===== src/pcpa_pkg.sv =====
// Shared types, constants and helpers for the per-CPU page allocator.
`timescale 1ns / 1ps
package pcpa_pkg;

   // Sizing
   localparam int NUM_CPUS   = 3;
   localparam int NUM_PAGES  = 32768;
   localparam int PAGE_SHIFT = 12;

   localparam int ADDR_W     = 32;
   localparam int CPU_W      = 2;
   localparam int STATUS_W   = 2;
   localparam int LIST_W     = (NUM_CPUS > 1) ? $clog2(NUM_CPUS) : 1;
   localparam int PAGE_IDX_W = (NUM_PAGES > 1) ? $clog2(NUM_PAGES) : 1;
   localparam int PAGE_NUM_W = ADDR_W - PAGE_SHIFT;

   // Configuration port
   localparam int CSR_IDX_W  = 1;
   localparam int CSR_DATA_W = 32;

   localparam logic [CSR_IDX_W-1:0] REG_REGION_START = 1'd0;
   localparam logic [CSR_IDX_W-1:0] REG_REGION_END   = 1'd1;

   localparam logic [ADDR_W-1:0] REGION_START_RESET = 32'h0000_0000;
   localparam logic [ADDR_W-1:0] REGION_END_RESET   = 32'h0800_0000;

   // Request modes
   localparam logic MODE_ALLOC = 1'b0;
   localparam logic MODE_FREE  = 1'b1;

   // Result status codes
   localparam logic [STATUS_W-1:0] ST_OK       = 2'd0;
   localparam logic [STATUS_W-1:0] ST_BAD_FREE = 2'd1;
   localparam logic [STATUS_W-1:0] ST_NO_MEM   = 2'd2;

   // A list head or a link: page index plus valid (valid clear = end of list)
   typedef struct packed {
      logic                  valid;
      logic [PAGE_IDX_W-1:0] idx;
   } link_type;

   // Outcome of the free address check
   typedef struct packed {
      logic                  ok;
      logic [PAGE_IDX_W-1:0] idx;
   } check_type;

   // CPU number to owning list, out-of-range CPUs wrap round
   // (repeated compare and subtract over the few CPU codes)
   function automatic logic [LIST_W-1:0] list_of(input logic [CPU_W-1:0] cpu);
      logic [CPU_W-1:0] rem;
      rem = cpu;
      for (int k = 0; k < (1 << CPU_W); k++) begin
         if (int'(rem) >= NUM_CPUS) begin
            rem = rem - CPU_W'(NUM_CPUS);
         end
      end
      return LIST_W'(rem);
   endfunction

   // Page index to byte address, truncated to the address width
   function automatic logic [ADDR_W-1:0] page_addr(input logic [PAGE_IDX_W-1:0] idx);
      logic [ADDR_W-1:0] wide;
      wide = ADDR_W'(idx);
      return wide << PAGE_SHIFT;
   endfunction

endpackage


===== src/pcpa_free_check.sv =====
// Free address check: alignment, region bounds and page range.
`timescale 1ns / 1ps
module pcpa_free_check (
   input  logic [pcpa_pkg::ADDR_W-1:0] address,
   input  logic [pcpa_pkg::ADDR_W-1:0] region_start,
   input  logic [pcpa_pkg::ADDR_W-1:0] region_end,
   output pcpa_pkg::check_type         result
);
   import pcpa_pkg::*;

   logic                  aligned;
   logic                  in_region;
   logic                  in_store;
   logic [PAGE_NUM_W-1:0] page_num;

   assign page_num  = address[ADDR_W-1:PAGE_SHIFT];
   assign aligned   = (address[PAGE_SHIFT-1:0] == '0);
   assign in_region = (address >= region_start) && (address < region_end);
   // page number must fall inside the link store
   assign in_store  = ((ADDR_W + 1)'(page_num) < (ADDR_W + 1)'(NUM_PAGES));

   assign result.ok  = aligned && in_region && in_store;
   assign result.idx = PAGE_IDX_W'(page_num);

endmodule

===== config.mk =====
export PLATFORM = sky130hd
export DESIGN_NAME = pcpa_free_check
export DESIGN_NICKNAME = d
export VERILOG_FILES = /design/src/pcpa_pkg.sv /design/src/pcpa_free_check.sv
export SDC_FILE = /design/constraint.sdc
export NUM_CORES = 1
export LEC_CHECK = 0
export ABC_AREA = 1
export BUFFER_PORTS_ARGS = -buffer_cell sky130_fd_sc_hd__buf_4
export CAP_MARGIN = 20
export CORE_ASPECT_RATIO = 1.2
export CORE_UTILIZATION = 50
export DETAILED_ROUTE_END_ITERATION = 12
export PLACE_DENSITY = 0.91
export SYNTH_ARGS = -nofsm -noshare
export SYNTH_HDL_FRONTEND = slang
export SYNTH_SLANG_ARGS = --single-unit

===== constraint.sdc =====
create_clock -name vclk -period 5.51
set_input_delay 1.3775 -clock vclk [all_inputs]
set_output_delay 1.3775 -clock vclk [all_outputs]
set_load 0.01 [all_outputs]

==> impl_metrics.py, run 1 <==
metrics = {
    "synthesis": {
        "synth_area_leaders": "ha_1 (43%), inv_1 (15%), nand2_1 (12%), a21oi_1 (8.0%), buf_4 (6.2%)",
        "yosys.area.top_type": "ha_1",
        "synth_area_um2": 1826,
        "yosysSeqAreaShare": 0,
        "synthAdderAreaFrac": 0.4318,
        "muxShareOfSynthArea": 0,
        "yosysTopAreaCellShare": 0.4318,
        "synth_top_family_by_area": "adder cells",
        "syn_nets": 453,
        "synthCells": 294,
        "ys_warn_count": 0,
        "synth.most_common_cell": "inv_1",
        "synth_compound_gate_area_share": 0.1268,
        "yosys-top-cells-count": "inv_1 (72), ha_1 (63), nand2_1 (56)",
        "synth_cell_type_count": 21,
        "syn_area_per_cell_um2": 6.209,
        "synth_xor_area_frac": 0,
        "synth-simple-area-share": 0.2214,
    },
    "detailed_routing": {
        "route.detailed.drc": 8,
        "drt_iter0_markers": 33,
        "vias": 2111,
        "avgViaCountPerCell": 4.932,
        "totalWireLength_um": 4482,
        "wl_per_cell_um": 10.47,
        "drt-pass1-iter-count": 8,
        "drtAntennaViolNets": 0,
    },
    "status": {
        "violations": "DRC",
        "status": "finished with violations",
    },
    "critical_path": {
        "cpMaxStageDelayCell": "ha_1",
        "crit_fanout": 3,
        "critPathArrivalTime_ns": 2.67,
        "worstPathRequired_ns": 4.13,
        "worst_setup_path_start_kind": "primary input",
        "crit_type": "in -> out",
        "endpoint_kind": "output pin",
        "cp-endpoint": "result[15]",
        "crit_chain": "buf_4 -> ha_1 -> nand2_1 -> inv_1 -> nand3_1 -> inv_1 -> a21oi_2 -> nand2_1 -> nand2_1 -> nand2_1 -> nor2_1 -> buf_4",
        "max_stage_delay_ns": 0.31,
        "cpMostUsedCell": "nand2_1",
        "startpoint": "address[15]",
    },
    "layout": {
        "drive_gt1_frac": 0.3095,
        "stdcell_area_um2": 2600,
        "fin_util": 0.7592,
        "ff_latch_area_um2": 0,
        "n_antenna_cell": 0,
        "area_delta_synth_final_pct": 42.43,
        "clock_buffers": 0,
        "nets": 552,
        "nFlopsAndLatches": 0,
        "fin_cells": 428,
    },
    "clocking": {
        "postCtsSetupBuffers": 0,
        "ctsResizeCount": 0,
        "hold_buffers": 0,
    },
    "timing": {
        "worst_pin_slew_ns": 0.2879,
        "period_needed_ns": 4.051,
        "tns_ns": 0,
        "min_period_over_period": 0.7352,
        "slew_violations": 0,
        "finalHoldViolCount": 0,
        "max_slew_margin": 0.8060,
        "rsz0062_at_grt": "no",
        "setup_viol": 0,
        "fmax_mhz": 246.9,
    },
    "die": {
        "die-area_um2": 3898,
        "die_x_um": 57.16,
        "core_area_um2": 3425,
        "start_util": 0.5331,
        "fp-row-count": 23,
        "io_pins": 112,
        "die_y_um": 68.19,
    },
    "placed_design": {
        "hpwl_um": 4272,
        "io_buffers": 112,
        "dp.cells": 428,
        "routabilityCongestion": 0.7860,
        "dpl_cell_area_um2": 2600,
    },
    "global_route": {
        "grt_overflow": 0,
        "grt_pass1_wl_um": 7058,
        "grt_pass1_vias": 1950,
        "antenna_found_initial": 0,
        "grt.total_usage": 0.2209,
        "grt_start_max_net_pins": 4,
    },
    "hold_path": {
        "hold_class": "in -> out",
        "whs_path_depth": 2,
    },
    "run": {
        "cap_violations": 0,
    },
    "power": {
        "vdd_ir_drop_max_v": 0.00003440,
        "power_leakage_nw": 1.700,
        "power.density_nw_per_um2": 68.60,
        "power.total_uw": 178.4,
    },
}
[metal layers]
layer,GRT usage,vias up,part of all wire
li1,-,1116,-
met2,0.5147,70,0.57
met3,0.01890,4,0.066
met1,0.2076,921,0.36
met5,0,-,0
met4,0.02134,0,0.0080
[cell families (layout without fill, tap and decap cells)]
family                     after synthesis  count (layout)
and+or+nand+nor                         96              96
AOI/OAI and AO/OA                       43              43
adders and majority gates               63              63
buffers and inverters                   92             189
[power breakdown]
| part | switching, mW | internal [mW] |
|---|---|---|
| clock | 0 | 0 |
| combinational | 0.0818 | 0.0966 |
| sequential | 0 | 0 |
| total | 0.0818 | 0.0966 |
[worst min path at each step]
stage / from / to
global placement: address[26] / result[14]
global route: address[17] / result[5]
floorplan: address[12] / result[0]
detailed placement: address[18] / result[6]
finish: address[18] / result[6]
CTS: address[18] / result[6]
[stage by stage]
stage,setup WS (ns),hold slack (ns)
floorplan,1.787,2.847
global placement,1.493,2.956
detailed placement,1.460,2.956
CTS,1.460,2.956
global route,1.345,2.961
finish,1.459,2.955
[layout make-up]
type               count  area, µm²
inverters             77      289.0
multi-input cells    202       1424
fillers              281      824.5
well taps             37      46.29
repair buffers       112      840.8
[worst max-delay path: cells and delay by family]
family | cells | cell delay, ns
simple gates | 6 | 0.46
buf+inv | 4 | 0.38
fa+ha+maj | 1 | 0.31
compound gates | 1 | 0.14
[cell usage in the layout (no fill, tap or decap)]
cell,instances
a21boi_1,1
a21oi_1,29
a21oi_2,1
and2_1,1
and3_1,1
buf_4,112
clkinv_1,1
ha_1,63
inv_1,72
inv_2,4
nand2_1,56
nand3_1,7
nand4_1,4
nor2_1,21
nor2_2,2
nor3_1,2
nor3_2,2
o21a_1,2
o21ai_0,4
o21ai_1,4
o21bai_1,2
No activity file was read; power rests on OpenSTA's default activity.
==> run 2, diff against run 1 <==
--- a/config.mk
+++ b/config.mk
@@ -5,13 +5,13 @@
 export SDC_FILE = /design/constraint.sdc
 export NUM_CORES = 1
 export LEC_CHECK = 0
-export ABC_AREA = 1
+export ABC_AREA = 0
 export BUFFER_PORTS_ARGS = -buffer_cell sky130_fd_sc_hd__buf_4
 export CAP_MARGIN = 20
 export CORE_ASPECT_RATIO = 1.2
-export CORE_UTILIZATION = 50
+export CORE_UTILIZATION = 45
 export DETAILED_ROUTE_END_ITERATION = 12
-export PLACE_DENSITY = 0.91
+export PLACE_DENSITY = 0.84
 export SYNTH_ARGS = -nofsm -noshare
 export SYNTH_HDL_FRONTEND = slang
 export SYNTH_SLANG_ARGS = --single-unit
==> constraint.sdc (replaced) <==
create_clock -name vclk -period 3.96
set_input_delay 0.99 -clock vclk [all_inputs]
set_output_delay 0.99 -clock vclk [all_outputs]
set_load 0.01 [all_outputs]
==> run 2 against run 1 <==
The run now ends clean. Via count fell by 9.5%. Combinational power rose by 33%. Non-clock buffer count did not move. Flip-flop and latch count did not move. First-iteration DRC count fell by 39%. Area after synthesis fell by 4.5%. Final cell count fell by 9.8%. Worst hold slack got worse by 0.77 ns. Largest power group unchanged. Synthesized cell count fell by 19%. Sequential share of layout area did not move. Core utilization fell by 6.7 points. Wire length fell by 0.16%. Critical path type unchanged.
==> impl_metrics.py, run 2 <==
metrics = {
    "global_route": {
        "antenna_found_initial": 0,
        "grt_start_max_net_pins": 4,
        "grt_pass1_wl_um": 7562,
        "grt.total_usage": 0.2235,
        "grt_pass1_vias": 2001,
        "grt_overflow": 0,
    },
    "power": {
        "sw_frac_of_total": 0.4432,
        "power.density_nw_per_um2": 93.57,
        "power_leakage_nw": 1.537,
        "pwr-share-seq": 0,
        "power_frac_comb": 1.000,
        "clockPowerShare": 0,
        "switchingPower_uw": 105.2,
        "p_int_uw": 132.2,
        "vdd_ir_drop_max_v": 0.00004629,
    },
    "synthesis": {
        "synth_xor_area_frac": 0,
        "yosys-top-cells-count": "ha_1 (63), inv_1 (63), a21oi_1 (21)",
        "synth_top_family_by_area": "adder cells",
        "synth-simple-area-share": 0.1608,
        "synthCells": 237,
        "synth_area_leaders": "ha_1 (45%), inv_1 (14%), buf_4 (6.5%), a21oi_1 (6.0%), nand4_1 (2.9%)",
        "yosysSeqAreaShare": 0,
        "synth_cell_type_count": 32,
        "syn_area_per_cell_um2": 7.354,
        "syn_nets": 396,
        "ys_warn_count": 0,
        "yosys.area.top_type": "ha_1",
        "synthAdderAreaFrac": 0.4523,
        "muxShareOfSynthArea": 0,
        "synth_compound_gate_area_share": 0.1866,
        "synth_area_um2": 1743,
        "yosysTopAreaCellShare": 0.4523,
    },
    "die": {
        "fp-row-count": 24,
        "core_area_um2": 3664,
        "start_util": 0.4758,
        "die_y_um": 70.18,
        "die-area_um2": 4127,
        "io_pins": 112,
        "die_x_um": 58.81,
    },
    "timing": {
        "tns_ns": 0,
        "fmax_mhz": 265.9,
        "max_slew_margin": 0.6632,
        "worst_pin_slew_ns": 0.4987,
        "rsz0062_at_grt": "no",
        "setup_viol": 0,
        "slew_violations": 0,
        "period_needed_ns": 3.761,
        "finalHoldViolCount": 0,
        "min_period_over_period": 0.9499,
    },
    "layout": {
        "n_antenna_cell": 0,
        "mostFrequentLayoutCell": "buf_4",
        "nFlopsAndLatches": 0,
        "clock_buffers": 0,
        "area_delta_synth_final_pct": 45.58,
        "stdcell_area_um2": 2537,
        "fill_cells": 335,
        "ff_latch_area_um2": 0,
        "drive_gt1_frac": 0.3533,
        "nets": 495,
        "most-common-layout-cells": "buf_4 (112), inv_1 (63), ha_1 (63), a21oi_1 (21), nand2_1 (13)",
    },
    "detailed_routing": {
        "wl_met2_um": 2442,
        "dr.max_layer_used": "met4",
        "vias": 1911,
        "totalWireLength_um": 4475,
        "dr_wl_met3_um": 289,
        "wl_met1_um": 1717,
        "wl_per_cell_um": 11.59,
        "avgViaCountPerCell": 4.951,
        "drtAntennaViolNets": 0,
        "drt_iter0_markers": 20,
        "route.detailed.drc": 0,
        "drt-pass1-iter-count": 4,
    },
    "hold_path": {
        "hold_class": "in -> out",
        "whs_path_depth": 2,
    },
    "critical_path": {
        "crit_chain": "buf_4 -> ha_1 -> nand2_1 -> o21ai_1 -> nand3_1 -> a2111oi_0 -> o41ai_1 -> a221oi_2 -> buf_4",
        "worst_setup_path_start_kind": "primary input",
        "critPathArrivalTime_ns": 2.77,
        "crit_type": "in -> out",
        "worstPathRequired_ns": 2.97,
        "crit_fanout": 3,
        "endpoint_kind": "output pin",
        "max_stage_delay_ns": 0.50,
        "cpMostUsedCell": "buf_4",
        "cpLargestDelayFamily": "compound AO/OA/AOI/OAI gates",
        "cpMaxStageDelayCell": "a2111oi_0",
        "cp_num_cells": 9,
        "crit_buf_inv": 2,
    },
    "clocking": {
        "postCtsSetupBuffers": 0,
        "hold_buffers": 0,
        "ctsResizeCount": 0,
    },
    "placed_design": {
        "io_buffers": 112,
        "routabilityCongestion": 0.9148,
        "dpl_cell_area_um2": 2536,
        "hpwl_um": 4184,
    },
    "status": {
        "status": "finished clean",
    },
    "run": {
        "cap_violations": 0,
    },
}
[run 2: routing by layer]
layer	up-vias	global-route usage
met1	819	0.2254
met4	0	0.01852
met5	-	0
li1	1011	-
met2	77	0.4785
met3	4	0.01852
[run 2: kinds of logic after synthesis]
group,count (synthesis)
AO/OA/AOI/OAI,48
buffers and inverters,78
adder cells (fa/ha/maj),63
AND/OR/NAND/NOR,48
[run 2: final timing paths]
check,from,endpoint,slack [ns]
setup / recovery,address[2],result[15],0.20
hold / removal,address[17],result[5],2.18
[run 2: area by class of cell]
cell class         instances  area (µm²)  share of cell area
inverters                 63       236.5             0.09320
multi-input cells        159        1395              0.5498
well taps                 52       65.06             0.02564
repair buffers           112       840.8              0.3314
[run 2: per-stage QoR]
stage | worst slack [ns] | std cells | hold WS [ns] | utilization | total power [mW]
global route | 0.007265 | 386 | 2.189 | 0.6926 | 0.2711
CTS | 0.1269 | 386 | 2.183 | 0.6923 | 0.2384
detailed placement | 0.1228 | 386 | 2.183 | 0.6923 | 0.2369
global placement | 0.1997 | 386 | 2.178 | 0.6923 | 0.2301
finish | 0.1986 | 386 | 2.182 | 0.6926 | 0.2374
floorplan | 0.5633 | 237 | 2.072 | - | 0.1228
[run 2: power by group through the flow]
stage	Sequential, mW	Clock, mW	Combinational (mW)
after global routing	0	0	0.271
after global placement	0	0	0.230
final	0	0	0.237
after CTS	0	0	0.238
after detailed placement	0	0	0.237
after floorplan	0	0	0.123
